File: config.mk
export PLATFORM = sky130hd
export DESIGN_NAME = prefix_code_table_decoder_core
export DESIGN_NICKNAME = d
export VERILOG_FILES = /design/src/pcdec_pkg.sv /design/src/pcdec_ram.sv /design/src/prefix_code_table_decoder_core.sv
export SDC_FILE = /design/constraint.sdc
export NUM_CORES = 2
export LEC_CHECK = 0
export ABC_AREA = 1
export CAP_MARGIN = 30
export CORE_MARGIN = 4
export CORE_UTILIZATION = 45
export DETAILED_ROUTE_END_ITERATION = 12
export DONT_BUFFER_PORTS = 1
export SLEW_MARGIN = 5
export SYNTH_ARGS = -nofsm -noshare
export SYNTH_HDL_FRONTEND = slang
export SYNTH_SLANG_ARGS = --single-unit
File: constraint.sdc
create_clock -name i_clk -period 9.2 [get_ports i_clk]
set_input_delay 1.84 -clock i_clk [delete_from_list [all_inputs] [get_ports i_clk]]
set_output_delay 1.84 -clock i_clk [all_outputs]
set_load 0.05 [all_outputs]
File: src/pcdec_pkg.sv
package pcdec_pkg;

    // Command codes carried in the slave-side tuser
    localparam logic [1:0] CMD_LOAD   = 2'd0;
    localparam logic [1:0] CMD_DECODE = 2'd1;
    localparam logic [1:0] CMD_CLEAR  = 2'd2;

    localparam int unsigned SYM_W  = 8;
    localparam int unsigned CODE_W = 16;
    localparam int unsigned LEN_W  = 5;

    // One table entry as stored in the RAM
    typedef struct packed {
        logic [LEN_W-1:0]  len;
        logic [CODE_W-1:0] code;
        logic [SYM_W-1:0]  sym;
    } t_entry;

    localparam int unsigned ENTRY_W = $bits(t_entry);

endpackage

File: src/pcdec_ram.sv
module pcdec_ram #(
    parameter int unsigned WIDTH = 29,
    parameter int unsigned DEPTH = 64
) (
    input  logic                     i_clk,
    input  logic                     i_wr_en,
    input  logic [$clog2(DEPTH)-1:0] i_wr_addr,
    input  logic [WIDTH-1:0]         i_wr_data,
    input  logic [$clog2(DEPTH)-1:0] i_rd_addr,
    output logic [WIDTH-1:0]         o_rd_data
);

    logic [WIDTH-1:0] r_mem [DEPTH];
    logic [WIDTH-1:0] r_rd_data;

    always_ff @(posedge i_clk) begin
        if (i_wr_en) begin
            r_mem[i_wr_addr] <= i_wr_data;
        end
        r_rd_data <= r_mem[i_rd_addr];
    end

    assign o_rd_data = r_rd_data;

endmodule

File: src/prefix_code_table_decoder_core.sv
// Prefix-code decoder with a loadable code table.
// Slave side: tuser carries the command (load entry, decode one bit, clear
// table); tdata carries the entry fields and the stream bit. Master side:
// tdata carries the decoded symbol, tuser the error flag.
// Load, clear and unused commands give no result.
// A decode item appends its bit to the accumulator; if the table is not empty it
// is then walked in load order through the single read port of the table RAM,
// one entry a cycle, comparing at most the fill count of entries and stopping at
// the first match, and the result is then handed to the output register.
// The block is not ready while it walks the table.
// A hit emits the symbol; MAX_CODE_LEN bits without a hit emit an error item
// with symbol zero. Either clears the accumulator.
// The output register holds a result until it is taken; a finished result
// waits in the block while the output register is still full.
// Reset empties the table and the accumulator; table contents stay undefined
// until loaded and are never compared beyond the fill count.
module prefix_code_table_decoder_core #(
    parameter int unsigned TABLE_DEPTH  = 64,
    parameter int unsigned MAX_CODE_LEN = 16
) (
    input  logic        i_clk,
    input  logic        i_rst_n,
    input  logic        i_s_axis_tvalid,
    output logic        o_s_axis_tready,
    // [7:0] entry_symbol, [23:8] entry_code, [28:24] entry_length,
    // [29] code_bit, [31:30] zero
    input  logic [31:0] i_s_axis_tdata,
    // [1:0] command
    input  logic [1:0]  i_s_axis_tuser,
    output logic        o_m_axis_tvalid,
    input  logic        i_m_axis_tready,
    // [7:0] symbol
    output logic [7:0]  o_m_axis_tdata,
    // [0] error
    output logic [0:0]  o_m_axis_tuser
);

    import pcdec_pkg::*;

    localparam int unsigned AW = $clog2(TABLE_DEPTH);
    localparam int unsigned CW = $clog2(TABLE_DEPTH + 1);
    localparam int unsigned LW = $clog2(MAX_CODE_LEN + 1);
    localparam int unsigned XW = (MAX_CODE_LEN > CODE_W) ? MAX_CODE_LEN : CODE_W;
    localparam int unsigned EW = (LW > LEN_W) ? LW : LEN_W;

    localparam logic [1:0] S_IDLE = 2'd0;
    localparam logic [1:0] S_WALK = 2'd1;
    localparam logic [1:0] S_EMIT = 2'd2;

    logic [1:0]              r_state, n_state;
    logic [CW-1:0]           r_count, n_count;
    logic [CW-1:0]           r_rd_idx, n_rd_idx;
    logic                    r_cmp_valid, n_cmp_valid;
    logic [MAX_CODE_LEN-1:0] r_acc_bits, n_acc_bits;
    logic [LW-1:0]           r_acc_len, n_acc_len;
    logic [SYM_W-1:0]        r_res_sym, n_res_sym;
    logic                    r_res_err, n_res_err;
    logic                    r_out_valid, n_out_valid;
    logic [SYM_W-1:0]        r_out_sym, n_out_sym;
    logic                    r_out_err, n_out_err;

    logic                    in_accept;
    logic [1:0]              in_cmd;
    t_entry                  in_entry;
    logic                    in_bit;
    logic                    wr_en;
    t_entry                  rd_entry;
    logic [ENTRY_W-1:0]      rd_data;
    logic [XW-1:0]           acc_mask;
    logic [XW-1:0]           code_ext;
    logic [XW-1:0]           acc_ext;
    logic                    hit;
    logic                    at_max;

    assign in_accept     = i_s_axis_tvalid && o_s_axis_tready;
    assign in_cmd        = i_s_axis_tuser;
    assign in_entry.sym  = i_s_axis_tdata[7:0];
    assign in_entry.code = i_s_axis_tdata[23:8];
    assign in_entry.len  = i_s_axis_tdata[28:24];
    assign in_bit        = i_s_axis_tdata[29];

    assign wr_en = in_accept && (in_cmd == CMD_LOAD) && (r_count < CW'(TABLE_DEPTH));

    pcdec_ram #(
        .WIDTH (ENTRY_W),
        .DEPTH (TABLE_DEPTH)
    ) u_table (
        .i_clk     (i_clk),
        .i_wr_en   (wr_en),
        .i_wr_addr (r_count[AW-1:0]),
        .i_wr_data (in_entry),
        .i_rd_addr (r_rd_idx[AW-1:0]),
        .o_rd_data (rd_data)
    );

    assign rd_entry = t_entry'(rd_data);

    // Mask of the bits collected so far
    always_comb begin
        for (int k = 0; k < XW; k++) begin
            acc_mask[k] = (k < int'(r_acc_len));
        end
    end

    assign code_ext = XW'(rd_entry.code) & acc_mask;
    assign acc_ext  = XW'(r_acc_bits);
    assign hit      = r_cmp_valid && (EW'(rd_entry.len) == EW'(r_acc_len))
                      && (code_ext == acc_ext);
    assign at_max   = (r_acc_len == LW'(MAX_CODE_LEN));

    always_comb begin
        n_state     = r_state;
        n_count     = r_count;
        n_rd_idx    = r_rd_idx;
        n_cmp_valid = 1'b0;
        n_acc_bits  = r_acc_bits;
        n_acc_len   = r_acc_len;
        n_res_sym   = r_res_sym;
        n_res_err   = r_res_err;
        n_out_valid = r_out_valid && !i_m_axis_tready;
        n_out_sym   = r_out_sym;
        n_out_err   = r_out_err;

        unique case (r_state)
            S_IDLE: begin
                if (in_accept) begin
                    priority if (in_cmd == CMD_LOAD) begin
                        if (wr_en) begin
                            n_count = r_count + CW'(1);
                        end
                    end else if (in_cmd == CMD_CLEAR) begin
                        n_count = '0;
                    end else if (in_cmd == CMD_DECODE) begin
                        n_acc_bits = {r_acc_bits[MAX_CODE_LEN-2:0], in_bit};
                        n_acc_len  = r_acc_len + LW'(1);
                        n_rd_idx   = '0;
                        if (r_count != '0) begin
                            n_state = S_WALK;
                        end else if (n_acc_len == LW'(MAX_CODE_LEN)) begin
                            // Empty table: nothing can match
                            n_res_sym  = '0;
                            n_res_err  = 1'b1;
                            n_acc_bits = '0;
                            n_acc_len  = '0;
                            n_state    = S_EMIT;
                        end
                    end else begin
                        n_state = S_IDLE;
                    end
                end
            end
            S_WALK: begin
                if (r_rd_idx < r_count) begin
                    n_rd_idx    = r_rd_idx + CW'(1);
                    n_cmp_valid = 1'b1;
                end
                if (hit) begin
                    n_res_sym  = rd_entry.sym;
                    n_res_err  = 1'b0;
                    n_acc_bits = '0;
                    n_acc_len  = '0;
                    n_state    = S_EMIT;
                end else if (r_rd_idx == r_count) begin
                    // Last entry compared without a hit
                    if (at_max) begin
                        n_res_sym  = '0;
                        n_res_err  = 1'b1;
                        n_acc_bits = '0;
                        n_acc_len  = '0;
                        n_state    = S_EMIT;
                    end else begin
                        n_state = S_IDLE;
                    end
                end
            end
            S_EMIT: begin
                if (!r_out_valid || i_m_axis_tready) begin
                    n_out_valid = 1'b1;
                    n_out_sym   = r_res_sym;
                    n_out_err   = r_res_err;
                    n_state     = S_IDLE;
                end
            end
            default: begin
                n_state = S_IDLE;
            end
        endcase
    end

    always_ff @(posedge i_clk) begin
        if (!i_rst_n) begin
            r_state     <= S_IDLE;
            r_count     <= '0;
            r_rd_idx    <= '0;
            r_cmp_valid <= 1'b0;
            r_acc_bits  <= '0;
            r_acc_len   <= '0;
            r_out_valid <= 1'b0;
        end else begin
            r_state     <= n_state;
            r_count     <= n_count;
            r_rd_idx    <= n_rd_idx;
            r_cmp_valid <= n_cmp_valid;
            r_acc_bits  <= n_acc_bits;
            r_acc_len   <= n_acc_len;
            r_out_valid <= n_out_valid;
        end
    end

    always_ff @(posedge i_clk) begin
        r_res_sym <= n_res_sym;
        r_res_err <= n_res_err;
        r_out_sym <= n_out_sym;
        r_out_err <= n_out_err;
    end

    assign o_s_axis_tready = (r_state == S_IDLE);
    assign o_m_axis_tvalid = r_out_valid;
    assign o_m_axis_tdata  = r_out_sym;
    assign o_m_axis_tuser  = r_out_err;

endmodule

==> qor.yml <==
cts_tree: "done"
place.gp.congestion: 0.864
p_total_mw: 17.8
crit_arrival_ns: 4.55
postCtsHoldBufs: 0
status: "finished, final reports clean"
clk_latency_ns: 0.84
cts_max_level: 4
timing.slew.headroom_pct: 26.0
worstPathRequired_ns: 9.69
n_fill_cell: 14100
postCtsSetupBuffers: 0
setup_viol: 0
synthDistinctLibCells: 43
route.detailed.drc: 0
grt_pass1_wl_um: 305000
fin_crit_ns: 4.06
cts_root_buf: "clkbuf_16"
clock_path_buffers: 3
num_io_pins: 49
tightest_slew_ns: 1.10
syn_nets: 5740
final_area_sq_um: 84500
drt-initial-drc-count: 5418
ys_seq_elements: 1942
place.detailed.hpwl_um: 105000
cp-end-kind: "flop"
hold_class: "reg2reg"
synth_edf_count: 1874
async_flop_share_pct: 0
power_density_nw_per_um2: 210
ant_nets: 0
ys_seq_area_share_pct: 76.3
clkTransAtPathRegs_ns: 0.06
synth_top_area_share_pct: 74.5
numPortBuffers: 0
path_max_fanout: 16
cts_made_buffers: 192
nets: 5654
slew_viol_final: 0
postLayoutCoreUtil_pct: 50.6
wire_per_inst_um: 26.5
worstSetupPathType: "in2reg"
start_util_pct: 45.2
grt_max_degree: 206
grt.overflow.total: 0
drive_gt1_share_pct: 8.07
area_delta_synth_final_pct: 11.9
tns_ns: 0
fp.dieW_um: 418
grt_usage_pct: 23.8
peakVddDrop_uv: 149
clock_sinks: 1942
max_freq_mhz: 247
drv_cap: 0
ys.flop_type: "edfxtp_1"
startpoint_type: "input pin"
yosys.area.top_type: "edfxtp_1"
synth.area.top_cells: "edfxtp_1, o21ai_0, nor2_1"
synth_area_sq_um: 75500
rsz0062_at_grt: "no"
wl_um: 211000
die_y_um: 418
placed_area_sq_um: 78400
grt_pass1_vias: 45300
synth_cells: 5690
first_pass_iters: 6
viasPerCell: 5.98
period_share_pct: 44.1
cts_resized: 0
vias: 47700
hold_viol_final: 0
core_sq_um: 167000
ys_warn_count: 0
skew_ns: 0.0239
antenna_found_initial: 10
num_rows: 150
die-area_sq_um: 174000
p_leak_nw: 26.7
syn_avg_cell_area_sq_um: 13.3
-- cells in the final DEF (no fill, tap or decap), types with 7 or more instances in the layout --
cell       instances
bufinv_16         17
a31oi_1           10
inv_6             10
a21oi_1           70
edfxtp_1        1874
clkinv_1          45
o22ai_1          276
nor2_4            66
clkbuf_16        194
o221ai_1         179
o21ai_0          941
nand3_1          194
dfxtp_1           64
clkbuf_1          51
clkinv_2          27
buf_16             7
nand4_1           55
buf_4             95
nand2_1          387
ha_1              12
diode_2            8
nor2_1           992
o211ai_1          51
inv_1             61
buf_12            13
-- cell families after synthesis --
logic type / count (synthesis) / share of synthesized area [%]
flops: 1942 / 76.3
simple gates: 1715 / 9.10
compound gates: 1548 / 11.9
buf+inv: 469 / 2.48
fa+ha+maj: 12 / 0.199
xor+xnor: 4 / 0.0464
-- synthesized netlist by cell type (all sizes together) (6+ instances only) --
master and instances:
clkbuf 303, inv 69, nand3 195, a31oi 10, o21ai 945, buf 96, ha 12, o221ai 179
dfxtp 68, a21oi 70, o211ai 51, nor2 1062, o22ai 276, edfxtp 1874, nor3 6, nand4 55
nand2 389
-- sequential cells by signal, summed over array words and instances (netlist names) --
name	count
u_table.r_mem	1856
u_table.o_rd_data	29
acc_ext	16
o_m_axis_tdata	8
r_res_sym	8
r_count	7
r_rd_idx	7
r_acc_len	5
r_state	2
o_m_axis_tuser	1
o_m_axis_tvalid	1
r_cmp_valid	1
r_res_err	1
-- cell type report --
type / instances / area, sq um / area share, %
timing repair buffer: 119 / 1210 / 1.43
tap: 2204 / 2760 / 3.26
clock inverter: 102 / 970 / 1.15
inverter: 70 / 290 / 0.343
clock buffer: 251 / 5130 / 6.07
sequential: 1942 / 57700 / 68.2
antenna: 8 / 20.0 / 0.0237
multi-input combinational: 3279 / 16500 / 19.5
-- per-layer routing --
layer | vias to the layer above | share of wire (%) | global-route usage [%]
met4 | 0 | 3.9 | 9.42
met5 | - | 0 | 0
met2 | 2032 | 46 | 37.5
met1 | 24100 | 41 | 32.5
li1 | 21200 | - | -
met3 | 343 | 8.6 | 5.08
-- power breakdown --
part           total, mW  internal, mW  leakage (nW)  switching (mW)
combinational      0.416         0.113          6.32           0.303
clock               7.65          4.39          2.98            3.26
sequential          9.71          9.70          17.4          0.0141
total               17.8          14.2          26.7            3.58
-- critical path, stage by stage --
cell	delay, ns
inv_1	0.02
nor2_1	0.14
nand3_1	0.27
nor2_1	0.25
nand3_1	0.67
nor2_4	0.91
buf_4	0.42
-- path summary, 6_finish.rpt --
path,startpoint,slack (ns),cells after the start,end
setup / recovery,i_s_axis_tvalid,5.14,7,u_table.r_mem[59][8]
hold / removal,r_res_sym[4],0.42,0,o_m_axis_tdata[4]
setup reg to reg,r_rd_idx[1],5.32,8,u_table.o_rd_data[4]
hold reg to reg,r_res_sym[4],0.42,0,o_m_axis_tdata[4]
-- per-stage QoR --
stage	instances	hold WS (ns)	worst slack (ns)
after global routing	7968	0.420	4.99
after CTS	7964	0.418	5.13
final	7975	0.418	5.14
after detailed placement	7611	0.405	4.24
after floorplan	5690	0.400	4.93
after global placement	7602	0.406	4.21
No activity file was read; power rests on OpenSTA's default activity.
